**config.mk**
```make
export PLATFORM = sky130hd
export DESIGN_NAME = reliable_ack_window_tracker
export DESIGN_NICKNAME = d
export VERILOG_FILES = /design/src/rtl/rawt_pkg.sv /design/src/rtl/reliable_ack_window_tracker.sv /design/src/rtl/rawt_front.sv /design/src/rtl/rawt_back.sv
export SDC_FILE = /design/constraint.sdc
export NUM_CORES = 2
export LEC_CHECK = 0
export BUFFER_PORTS_ARGS = -buffer_cell sky130_fd_sc_hd__buf_2
export CORE_UTILIZATION = 66
export CTS_BUF_LIST = sky130_fd_sc_hd__clkbuf_4
export CTS_CLUSTER_SIZE = 10
export DETAILED_ROUTE_END_ITERATION = 7
export PLACE_DENSITY_LB_ADDON = 0.15
export SYNTH_ARGS = -nofsm -noshare
export SYNTH_HDL_FRONTEND = slang
export SYNTH_SLANG_ARGS = --single-unit
```
**constraint.sdc**
```tcl
create_clock -name clk -period 11.7 [get_ports clk]
set_input_delay 0.585 -clock clk [delete_from_list [all_inputs] [get_ports clk]]
set_output_delay 0.585 -clock clk [all_outputs]
set_load 0.01 [all_outputs]
```
**src/rtl/rawt_pkg.sv**
```systemverilog
// shared types and constants for the ack window tracker
`default_nettype none
package rawt_pkg;
  localparam int WinDepth = 32;
  localparam int IdxW = $clog2(WinDepth);
  localparam int CntW = IdxW + 1;
  localparam int SeqW = 10;
  localparam int NumW = 11;
  localparam int TimeW = 48;
  localparam int IvlW = 16;
  localparam logic [NumW-1:0] SeqMod = 11'd1024;
  localparam logic [IvlW-1:0] IvlReset = 16'd200;

  localparam logic [1:0] ACT_SEND = 2'd0;
  localparam logic [1:0] ACT_ACK = 2'd1;
  localparam logic [1:0] ACT_SYNC = 2'd2;
  localparam logic [1:0] ACT_TICK = 2'd3;

  // classified request handed from front to back
  typedef struct packed {
    logic [1:0] action;
    logic [NumW-1:0] num;
    logic [TimeW-1:0] now;
  } req_t;

  typedef struct packed {
    logic [1:0] kind;
    logic ok;
    logic [SeqW-1:0] seq;
    logic last;
  } res_t;
endpackage
`default_nettype wire

```
**src/rtl/reliable_ack_window_tracker.sv**
```systemverilog
// top level of the reliable ack window tracker
// One request at a time is executed. Send, ack and sync are answered when
// taken; for a new ack or sync below 1024, a scan for the matching entry and
// a close-up shift behind it follow. A tick walks all pending entries, one
// per cycle unless a resend report or an output stall holds it. A request
// starts only once the result register is free. A two-entry request queue in
// front lets the input side run ahead while the engine or output stalls.
`default_nettype none
module reliable_ack_window_tracker (
  input  wire logic clk,
  input  wire logic rst_n,
  input  wire logic cfg_we,
  input  wire logic [15:0] cfg_wdata,
  input  wire logic in_valid,
  output logic in_ready,
  input  wire logic [1:0] in_action,
  input  wire logic [10:0] in_seq_index,
  input  wire logic [47:0] in_now_ms,
  output logic out_valid,
  input  wire logic out_ready,
  output logic [1:0] out_kind,
  output logic out_ok,
  output logic [9:0] out_seq_out,
  output logic out_last
);
  logic q_valid, q_take;
  rawt_pkg::req_t q_req;

  // front: request queue
  rawt_front u_front (
    .clk, .rst_n, .in_valid, .in_ready, .in_action, .in_seq_index, .in_now_ms,
    .q_valid, .q_req, .q_take
  );

  // back: window state and result register
  rawt_back u_back (
    .clk, .rst_n, .cfg_we, .cfg_wdata, .q_valid, .q_req, .q_take,
    .out_valid, .out_ready, .out_kind, .out_ok, .out_seq_out, .out_last
  );
endmodule
`default_nettype wire

```
**src/rtl/rawt_front.sv**
```systemverilog
// input stage: two-entry request queue decoupling the port from the engine
`default_nettype none
module rawt_front (
  input  wire logic clk,
  input  wire logic rst_n,
  input  wire logic in_valid,
  output logic in_ready,
  input  wire logic [1:0] in_action,
  input  wire logic [10:0] in_seq_index,
  input  wire logic [47:0] in_now_ms,
  output logic q_valid,
  output rawt_pkg::req_t q_req,
  input  wire logic q_take
);
  rawt_pkg::req_t buf_r [2];
  logic rd_r, rd_nxt, wr_r, wr_nxt;
  logic [1:0] cnt_r, cnt_nxt;
  logic push, pop;

  assign in_ready = (cnt_r != 2'd2);
  assign push = in_valid && in_ready;
  assign q_valid = (cnt_r != 2'd0);
  assign pop = q_valid && q_take;
  assign q_req = buf_r[rd_r];

  always_comb begin
    rd_nxt = rd_r ^ pop;
    wr_nxt = wr_r ^ push;
    cnt_nxt = cnt_r + {1'b0, push} - {1'b0, pop};
  end

  always_ff @(posedge clk) begin
    if (!rst_n) begin
      rd_r <= 1'b0;
      wr_r <= 1'b0;
      cnt_r <= 2'd0;
    end else begin
      rd_r <= rd_nxt;
      wr_r <= wr_nxt;
      cnt_r <= cnt_nxt;
    end
    if (push) begin
      buf_r[wr_r] <= '{action: in_action, num: in_seq_index, now: in_now_ms};
    end
  end
endmodule
`default_nettype wire

```
**src/rtl/rawt_back.sv**
```systemverilog
// execution engine: pending window, ack matching, resend scan, output register
`default_nettype none
module rawt_back (
  input  wire logic clk,
  input  wire logic rst_n,
  input  wire logic cfg_we,
  input  wire logic [15:0] cfg_wdata,
  input  wire logic q_valid,
  input  rawt_pkg::req_t q_req,
  output logic q_take,
  output logic out_valid,
  input  wire logic out_ready,
  output logic [1:0] out_kind,
  output logic out_ok,
  output logic [9:0] out_seq_out,
  output logic out_last
);
  localparam logic [2:0] ST_IDLE = 3'd0;
  localparam logic [2:0] ST_FIND = 3'd1;
  localparam logic [2:0] ST_SHIFT = 3'd2;
  localparam logic [2:0] ST_TICK = 3'd3;
  localparam logic [2:0] ST_EMIT = 3'd4;

  logic [2:0] st_r, st_nxt;
  logic [rawt_pkg::IvlW-1:0] ivl_r;
  logic [rawt_pkg::SeqW-1:0] nseq_r;
  logic [rawt_pkg::NumW-1:0] mark_r;
  logic [rawt_pkg::CntW-1:0] cnt_r;
  logic [rawt_pkg::SeqW-1:0] pseq_r [rawt_pkg::WinDepth];
  logic [rawt_pkg::TimeW-1:0] ptime_r [rawt_pkg::WinDepth];
  logic [rawt_pkg::CntW-1:0] i_r;
  rawt_pkg::req_t cur_r;
  logic any_r;
  logic ov_r, ov_nxt;
  rawt_pkg::res_t res_r;

  logic [rawt_pkg::IdxW-1:0] idx;
  logic [rawt_pkg::NumW-1:0] d_fwd;
  logic [rawt_pkg::NumW:0] num_up, d_wrap;
  logic fresh;
  logic [rawt_pkg::TimeW:0] due;
  logic stale;
  logic out_free;

  assign idx = i_r[rawt_pkg::IdxW-1:0];
  assign out_free = !ov_r || out_ready;
  assign out_valid = ov_r;
  assign out_kind = res_r.kind;
  assign out_ok = res_r.ok;
  assign out_seq_out = res_r.seq;
  assign out_last = res_r.last;

  // window check on the queue head request: 1..31 ahead, direct or wrapped
  always_comb begin
    d_fwd = q_req.num - mark_r;
    num_up = {1'b0, rawt_pkg::SeqMod} + {1'b0, q_req.num};
    d_wrap = num_up - {1'b0, mark_r};
    fresh = (q_req.num != mark_r) &&
            (((q_req.num > mark_r) && (d_fwd < rawt_pkg::NumW'(rawt_pkg::WinDepth))) ||
             ((num_up > {1'b0, mark_r}) &&
              (d_wrap < (rawt_pkg::NumW+1)'(rawt_pkg::WinDepth))));
    due = {1'b0, ptime_r[idx]} + {{(rawt_pkg::TimeW-rawt_pkg::IvlW+1){1'b0}}, ivl_r};
    stale = {1'b0, cur_r.now} > due;
  end

  assign q_take = (st_r == ST_IDLE) && out_free && q_valid;

  // result register load points: answers, quiet tick, held resend report
  always_comb begin
    ov_nxt = ov_r && !out_ready;
    if (q_take && (q_req.action != rawt_pkg::ACT_TICK)) ov_nxt = 1'b1;
    if ((st_r == ST_TICK) && (i_r >= cnt_r) && !any_r && out_free) ov_nxt = 1'b1;
    if ((st_r == ST_EMIT) && out_free && ((i_r >= cnt_r) || stale)) ov_nxt = 1'b1;
  end

  always_ff @(posedge clk) begin
    if (!rst_n) begin
      st_r <= ST_IDLE;
      ivl_r <= rawt_pkg::IvlReset;
      nseq_r <= rawt_pkg::SeqW'(1);
      mark_r <= '0;
      cnt_r <= '0;
      ov_r <= 1'b0;
    end else begin
      if (cfg_we) ivl_r <= cfg_wdata;
      ov_r <= ov_nxt;
      case (st_r)
        ST_IDLE: begin
          if (q_take) begin
            cur_r <= q_req;
            i_r <= '0;
            any_r <= 1'b0;
            case (q_req.action)
              rawt_pkg::ACT_SEND: begin
                if (cnt_r == rawt_pkg::CntW'(rawt_pkg::WinDepth)) begin
                  res_r <= '{kind: rawt_pkg::ACT_SEND, ok: 1'b0, seq: '0, last: 1'b1};
                end else begin
                  res_r <= '{kind: rawt_pkg::ACT_SEND, ok: 1'b1, seq: nseq_r, last: 1'b1};
                  pseq_r[cnt_r[rawt_pkg::IdxW-1:0]] <= nseq_r;
                  ptime_r[cnt_r[rawt_pkg::IdxW-1:0]] <= q_req.now;
                  cnt_r <= cnt_r + 1'b1;
                  nseq_r <= (nseq_r == rawt_pkg::SeqW'(rawt_pkg::SeqMod - 1)) ? '0
                            : nseq_r + 1'b1;
                end
              end
              rawt_pkg::ACT_ACK, rawt_pkg::ACT_SYNC: begin
                res_r <= '{kind: q_req.action,
                           ok: fresh || ((q_req.action == rawt_pkg::ACT_SYNC) &&
                                         (q_req.num >= rawt_pkg::SeqMod)),
                           seq: '0, last: 1'b1};
                if (fresh && !((q_req.action == rawt_pkg::ACT_SYNC) &&
                               (q_req.num >= rawt_pkg::SeqMod))) begin
                  mark_r <= q_req.num;
                  if (q_req.num < rawt_pkg::SeqMod) st_r <= ST_FIND;
                end
              end
              default: st_r <= ST_TICK;
            endcase
          end
        end
        ST_FIND: begin
          if (i_r >= cnt_r) begin
            st_r <= ST_IDLE;
          end else if (pseq_r[idx] == cur_r.num[rawt_pkg::SeqW-1:0]) begin
            st_r <= ST_SHIFT;
          end else begin
            i_r <= i_r + 1'b1;
          end
        end
        ST_SHIFT: begin
          if (i_r + 1'b1 >= cnt_r) begin
            cnt_r <= cnt_r - 1'b1;
            st_r <= ST_IDLE;
          end else begin
            pseq_r[idx] <= pseq_r[idx + 1'b1];
            ptime_r[idx] <= ptime_r[idx + 1'b1];
            i_r <= i_r + 1'b1;
          end
        end
        ST_TICK: begin
          if (i_r >= cnt_r) begin
            if (!any_r) begin
              if (out_free) begin
                res_r <= '{kind: rawt_pkg::ACT_TICK, ok: 1'b0, seq: '0, last: 1'b1};
                st_r <= ST_IDLE;
              end
            end else begin
              st_r <= ST_IDLE;
            end
          end else if (stale) begin
            // wait until the previous report has left the result register
            if (out_free) begin
              ptime_r[idx] <= cur_r.now;
              res_r <= '{kind: rawt_pkg::ACT_TICK, ok: 1'b1, seq: pseq_r[idx], last: 1'b0};
              any_r <= 1'b1;
              i_r <= i_r + 1'b1;
              st_r <= ST_EMIT;
            end
          end else begin
            i_r <= i_r + 1'b1;
          end
        end
        ST_EMIT: begin
          // hold the found report until the next stale entry or the end decides last
          if (i_r >= cnt_r) begin
            if (out_free) begin
              res_r.last <= 1'b1;
              st_r <= ST_IDLE;
            end
          end else if (!stale) begin
            i_r <= i_r + 1'b1;
          end else if (out_free) begin
            st_r <= ST_TICK;
          end
        end
        default: st_r <= ST_IDLE;
      endcase
    end
  end
endmodule
`default_nettype wire

```
Word level (Yosys, flattened, before mapping)
Memory sizes are Yosys's and may differ from the RTL's. A register that Yosys moved wholly into a read port is not among the register bits.
Index checks and enable logic that the tools add are counted.
Operators by class
  add/sub/neg operators: 11
  order comparisons: 9
  equal/unequal tests: 37
  muxes and demuxes: 79
  bitwise logic cells: 4
  reductions and logical operators: 43
Operators with widths (count)
  $mux 48: 2
  $mux 14: 6
  $mux 6: 13
  $add 48x16->49: 1
  $gt 48x49->1: 1
  $reduce_or 48->1: 1
  $mux 3: 14
  $pmux 6 s5: 1
  $mux 1: 29
  $pmux 14 s2: 1
  $pmux 13 s2: 1
  $ne 2x2->1 const B: 12
  $mux 10: 2
  $mux 5: 4
  $reduce_and 10->1: 2
  $logic_and 1x1->1: 16
  $ne 3x3->1 const B: 5
  $pmux 3 s5: 1
  $add 11x11->12 const A: 1
  $add 6x1->6 const B: 2
  $ge 6x6->1: 2
  $gt 12x11->1: 1
  $lt 12x6->1 const B: 1
  $mux 12: 1
  other kinds (45): 63
Storage, ports and cells
  register bits after elaboration: 130
  bits in writable memories: 1978
  input port bits: 82
  output and inout bits: 16
  word-level logic and storage cells: 203
  memories kept: 3
Memory list
  u_back.ptime_r: depth 32, width 48, rd ports 2, clocked after Yosys merged registers in 1, write ports 1, RTL line rawt_back.sv:30  | logic [rawt_pkg::TimeW-1:0] ptime_r [rawt_pkg::WinDepth];
  u_back.pseq_r: depth 32, width 10, rd ports 2, clocked after Yosys merged registers in 1, write ports 1, RTL line rawt_back.sv:29  | logic [rawt_pkg::SeqW-1:0] pseq_r [rawt_pkg::WinDepth];
  u_front.buf_r: depth 2, width 61, rd ports 1, clocked after Yosys merged registers in 1, write ports 1, RTL line rawt_front.sv:15  | rawt_pkg::req_t buf_r [2];

Logic depth before layout (Yosys ltp)
  depth after elaboration: 11
  depth in mapped cells: 39
  mapped depth without buffers: 26

By module
From an unflattened synthesis, not the netlist that was laid out.
Second synthesis, totals
  cells, all modules: 5297
  area, all modules: 99384.1 um^2
Modules (own cells, without submodules)
  rawt_back: times used 1, cells an instance 5078, area an instance 94695.8 um^2
  rawt_front: times used 1, cells an instance 219, area an instance 4688.2 um^2

Worst setup path before layout
Ideal clock, no wire load.
  kind: reg2reg
  start: register with a tool-made name
  end: memory u_back.ptime_r[3][0] (netlist bit), enable pin
  library setup time: 0.471 ns
  data arrival time: 9.916 ns
  setup slack: 1.314 ns
  cell stages (with the launch flop): 34
  path through: dfxtp_1 > buf_6 > buf_12 > buf_12 > buf_12 > buf_12 > buf_6 > buf_6 > buf_6 > buf_2 > buf_1 > clkbuf_1 > mux4_2 > mux4_2 > mux2_2 > ha_1 > nor2b_1 > o21ai_0 > o21ai_0 > a31oi_1 > o31ai_1 > and3_1 > and2_1 > nand3_1 > xor2_1 > ha_1 > nand4_1 > or4_1 > o2111ai_1 > nand2_1 > nor4_2 > buf_4 > o21bai_2 > o22ai_1
RTL lines (RTL line)
  to (decl): rawt_back.sv:30

==> metrics.md <==
| Metric | Value |
|---|---|
| Chip width | `390 um` |
| Worst-path clk slew | `60 ps` |
| Fin cells | `8077` |
| Top Ports | `98` |
| Peak fanout along the critical path | `36` |
| Via density | `7.51` |
| Tcrit/Tclk final | `88.9%` |
| TritonCTS Buffers | `555` |
| Synth Warn # | `0` |
| Mapped Cells | `5046` |
| Synthesized area per cell | `19.6 um2` |
| Number of synthesized flops with an enable pin | `2057` |
| Starting Density | `66.8%` |
| Worst-Margin Slew | `1460 ps` |
| P per Cell Area | `247 mW/mm2` |
| Vias in the first global route | `60600` |
| FP Rows | `141` |
| Most frequent cells in the layout | `edfxtp_1, mux4_2, clkbuf_4` |
| Post-synthesis cell area | `0.0991 mm2` |
| CP arrival | `11360 ps` |
| Clock latency on the worst-skew pair | `1370 ps` |
| Maxcap violations | `0` |
| Fin util | `75.0%` |
| H-tree Lvls | `6` |
| Post-Route WL | `289 mm` |
| First-pass GRT wire length | `414 mm` |
| Fmax | `0.0961 GHz` |
| Final HPWL DP | `163 mm` |
| Hold path endpoint | `u_front.buf_r[0][34]` |
| CP Capture Type | `register` |
| Clock root buffer master | `clkbuf_4` |
| Top FF cell, synth | `edfxtp_1` |
| Fillers | `8396` |
| Dpl cells | `6973` |
| Total GRT Usage | `38.7%` |
| Routability cong. | `0.898` |
| Setup violations, final | `0` |
| Worst Skew | `104 ps` |
| Status | `completed` |
| Total gr overflow | `0` |
| #FFs+latches synth | `2114` |
| Req. time, crit path | `12650 ps` |
| PostCTS Resize Cnt | `0` |
| Final min period | `10400 ps` |
| Die span in y | `390 um` |
| Register-to-Register Setup Slack | `1300 ps` |
| Asr flop ratio synth | `0%` |
| Hold crit path type | `in -> reg` |
| Hold Slack | `111 ps` |
| Worst R2R Path Depth | `23` |
| Final-report max-slew violation count | `0` |
| Port Buffers | `97` |
| HP Start | `in_now_ms[34]` |
| TNS Setup | `0 ps` |
| CTS tree | `built` |
| Pre-antenna DRT Iters | `8` |
| Core Area | `0.148 mm2` |
| Initial antenna violation count | `10` |
| DR vias | `60700` |
| Area growth from synthesis to layout | `12.2%` |
| Register area share after synthesis | `63.5%` |
| Final ANT Viol Nets | `0` |
| WL/cell | `35.8 um` |
| DRC errors left | `0` |
| RSZ-0062 raised after global routing | `false` |
| Critical Path Source Type | `register` |
| Clock tree buffer depth | `4` |
| Worst vdd ir | `216 uV` |
| Fin. Hold Viols | `0` |
| Setup CP Type | `reg -> reg` |
| Most common cell after layout, fill and taps aside | `edfxtp_1` |
| Iter 0 DRT Violations | `8823` |
| Max transition margin | `2.90%` |
| Die area | `0.152 mm2` |
| Nets | `5890` |
| Clock Sinks | `2114` |
| Distinct cells, synth | `88` |
| Share of layout cells above drive strength 1 | `38.5%` |
| Critical R2R Capture | `u_back.ptime_r[2][16]` |
| Syn_nets | `5235` |
| Largest net degree at the start of global routing | `134` |
| Leak Pwr | `36.1 nW` |
| Hold depth | `2` |
[per-layer routing]
layer | wire length [um] | GRT usage (%)
met1 | 96300 | 52.5
met2 | 135000 | 58.4
met3 | 43400 | 11.5
met4 | 15100 | 19.0
met5 | 12 | 0
[registers in the layout (all words and copies together) (netlist names), 3 cells and up, named ones only]
signal,count
u_back.cnt_r,6
u_back.nseq_r,10
u_back.ptime_r,1536
u_back.pseq_r,320
u_back.i_r,6
u_back.out_seq_out,10
u_back.cur_r,58
u_back.mark_r,11
u_back.st_r,3
u_front.buf_r,122
u_back.ivl_r,16
[worst max-delay path by stage]
stage,to,depth (start not counted)
6_report,u_back.ptime_r[2][16],23
5_1_grt,u_back.ptime_r[2][39],25
4_1_cts,u_back.ptime_r[3][23],23
3_5_place_dp,u_back.ptime_r[3][29],23
3_3_place_gp,u_back.ptime_r[3][21],22
2_1_floorplan,u_back.ptime_r[3][0],33
[through the flow]
stage	power [W]	cell area, um2	worst slack, ps
4_1_cts	0.0273	111000	1440
3_5_place_dp	0.0211	103000	1510
2_1_floorplan	0.0179	99100	1310
5_1_grt	0.0285	111000	957
6_report	0.0275	111000	1300
3_3_place_gp	0.0209	103000	1630
[where the power goes]
part / internal, W / switching, W / total (W)
combinational: 0.00506 / 0.00649 / 0.0115
clock: 0.00327 / 0.00298 / 0.00625
sequential: 0.00935 / 0.000312 / 0.00966
total: 0.0177 / 0.00979 / 0.0275
[critical path, stage by stage (launching register included)]
cell and delay [ps]:
dfxtp_4 810, buf_4 710, mux4_2 600, mux4_2 490
mux2_2 300, ha_1 330, o21ai_0 120, o21ai_0 390
a31oi_1 320, o31ai_1 300, buf_4 210, and3_1 230
and2_1 360, nand3_1 140, xor2_1 200, ha_1 360
nand4_1 150, or4_1 550, o2111ai_1 250, nand2_1 240
nor4_4 870, o21ai_2 450, o22ai_4 1180, buf_12 350
[cells in the mapped netlist (13+ instances only)]
master    instances  area share (%)
edfxtp_1       2057              62
mux4_2         1024              23
nand2_1         225            0.85
clkbuf_1        177            0.67
mux2i_1         145             1.5
nor2_1          111            0.42
ha_1            105             1.3
a21oi_1          89            0.45
o22ai_1          87            0.55
mux2_2           81            0.92
buf_1            61            0.23
nand3_1          61            0.31
o21ai_0          58            0.29
dfxtp_1          57             1.2
a22oi_1          54            0.41
buf_2            53            0.27
xor2_1           47            0.42
inv_1            44            0.17
nor3_1           43            0.22
a221o_1          39            0.39
a21o_1           34            0.26
xnor2_1          29            0.26
nand4_1          28            0.18
nor2b_1          27            0.17
buf_4            24            0.18
a31oi_1          19            0.12
buf_6            19            0.22
mux4_1           18            0.48
a211oi_1         15            0.11
nand2b_1         14           0.088
nor4_1           14           0.088
and2_1           13           0.082
[cell families (layout without fill, tap and decap cells)]
logic type / Yosys count / after routing / synth area share [%]
xor+xnor: 76 / 76 / 0.671
mux: 1273 / 1273 / 26.2
other cells: 0 / 12 / 0
flops: 2114 / 2114 / 63.5
buf+inv: 394 / 1411 / 1.97
compound gates: 478 / 478 / 3.31
fa+ha+maj: 107 / 107 / 1.37
simple gates: 604 / 604 / 3.03
[timing repair]
action	CTS	global route
hold buffers	172	0
hold endpoints to repair	156	0
setup buffers	0	0
setup endpoints to repair	0	0
[final cells by class]
class                      instances  area (um2)  share of cell area (%)
sequential                      2114       62900                    56.6
multi-input combinational       2538       35200                    31.6
clock buffer                     784        5890                    5.29
timing repair buffer             445        3770                    3.39
tap                             2002        2500                    2.25
clock inverter                   135         768                   0.691
inverter                          47         181                   0.163
antenna                           12        30.0                  0.0270
(Power assumes the default switching activity.)
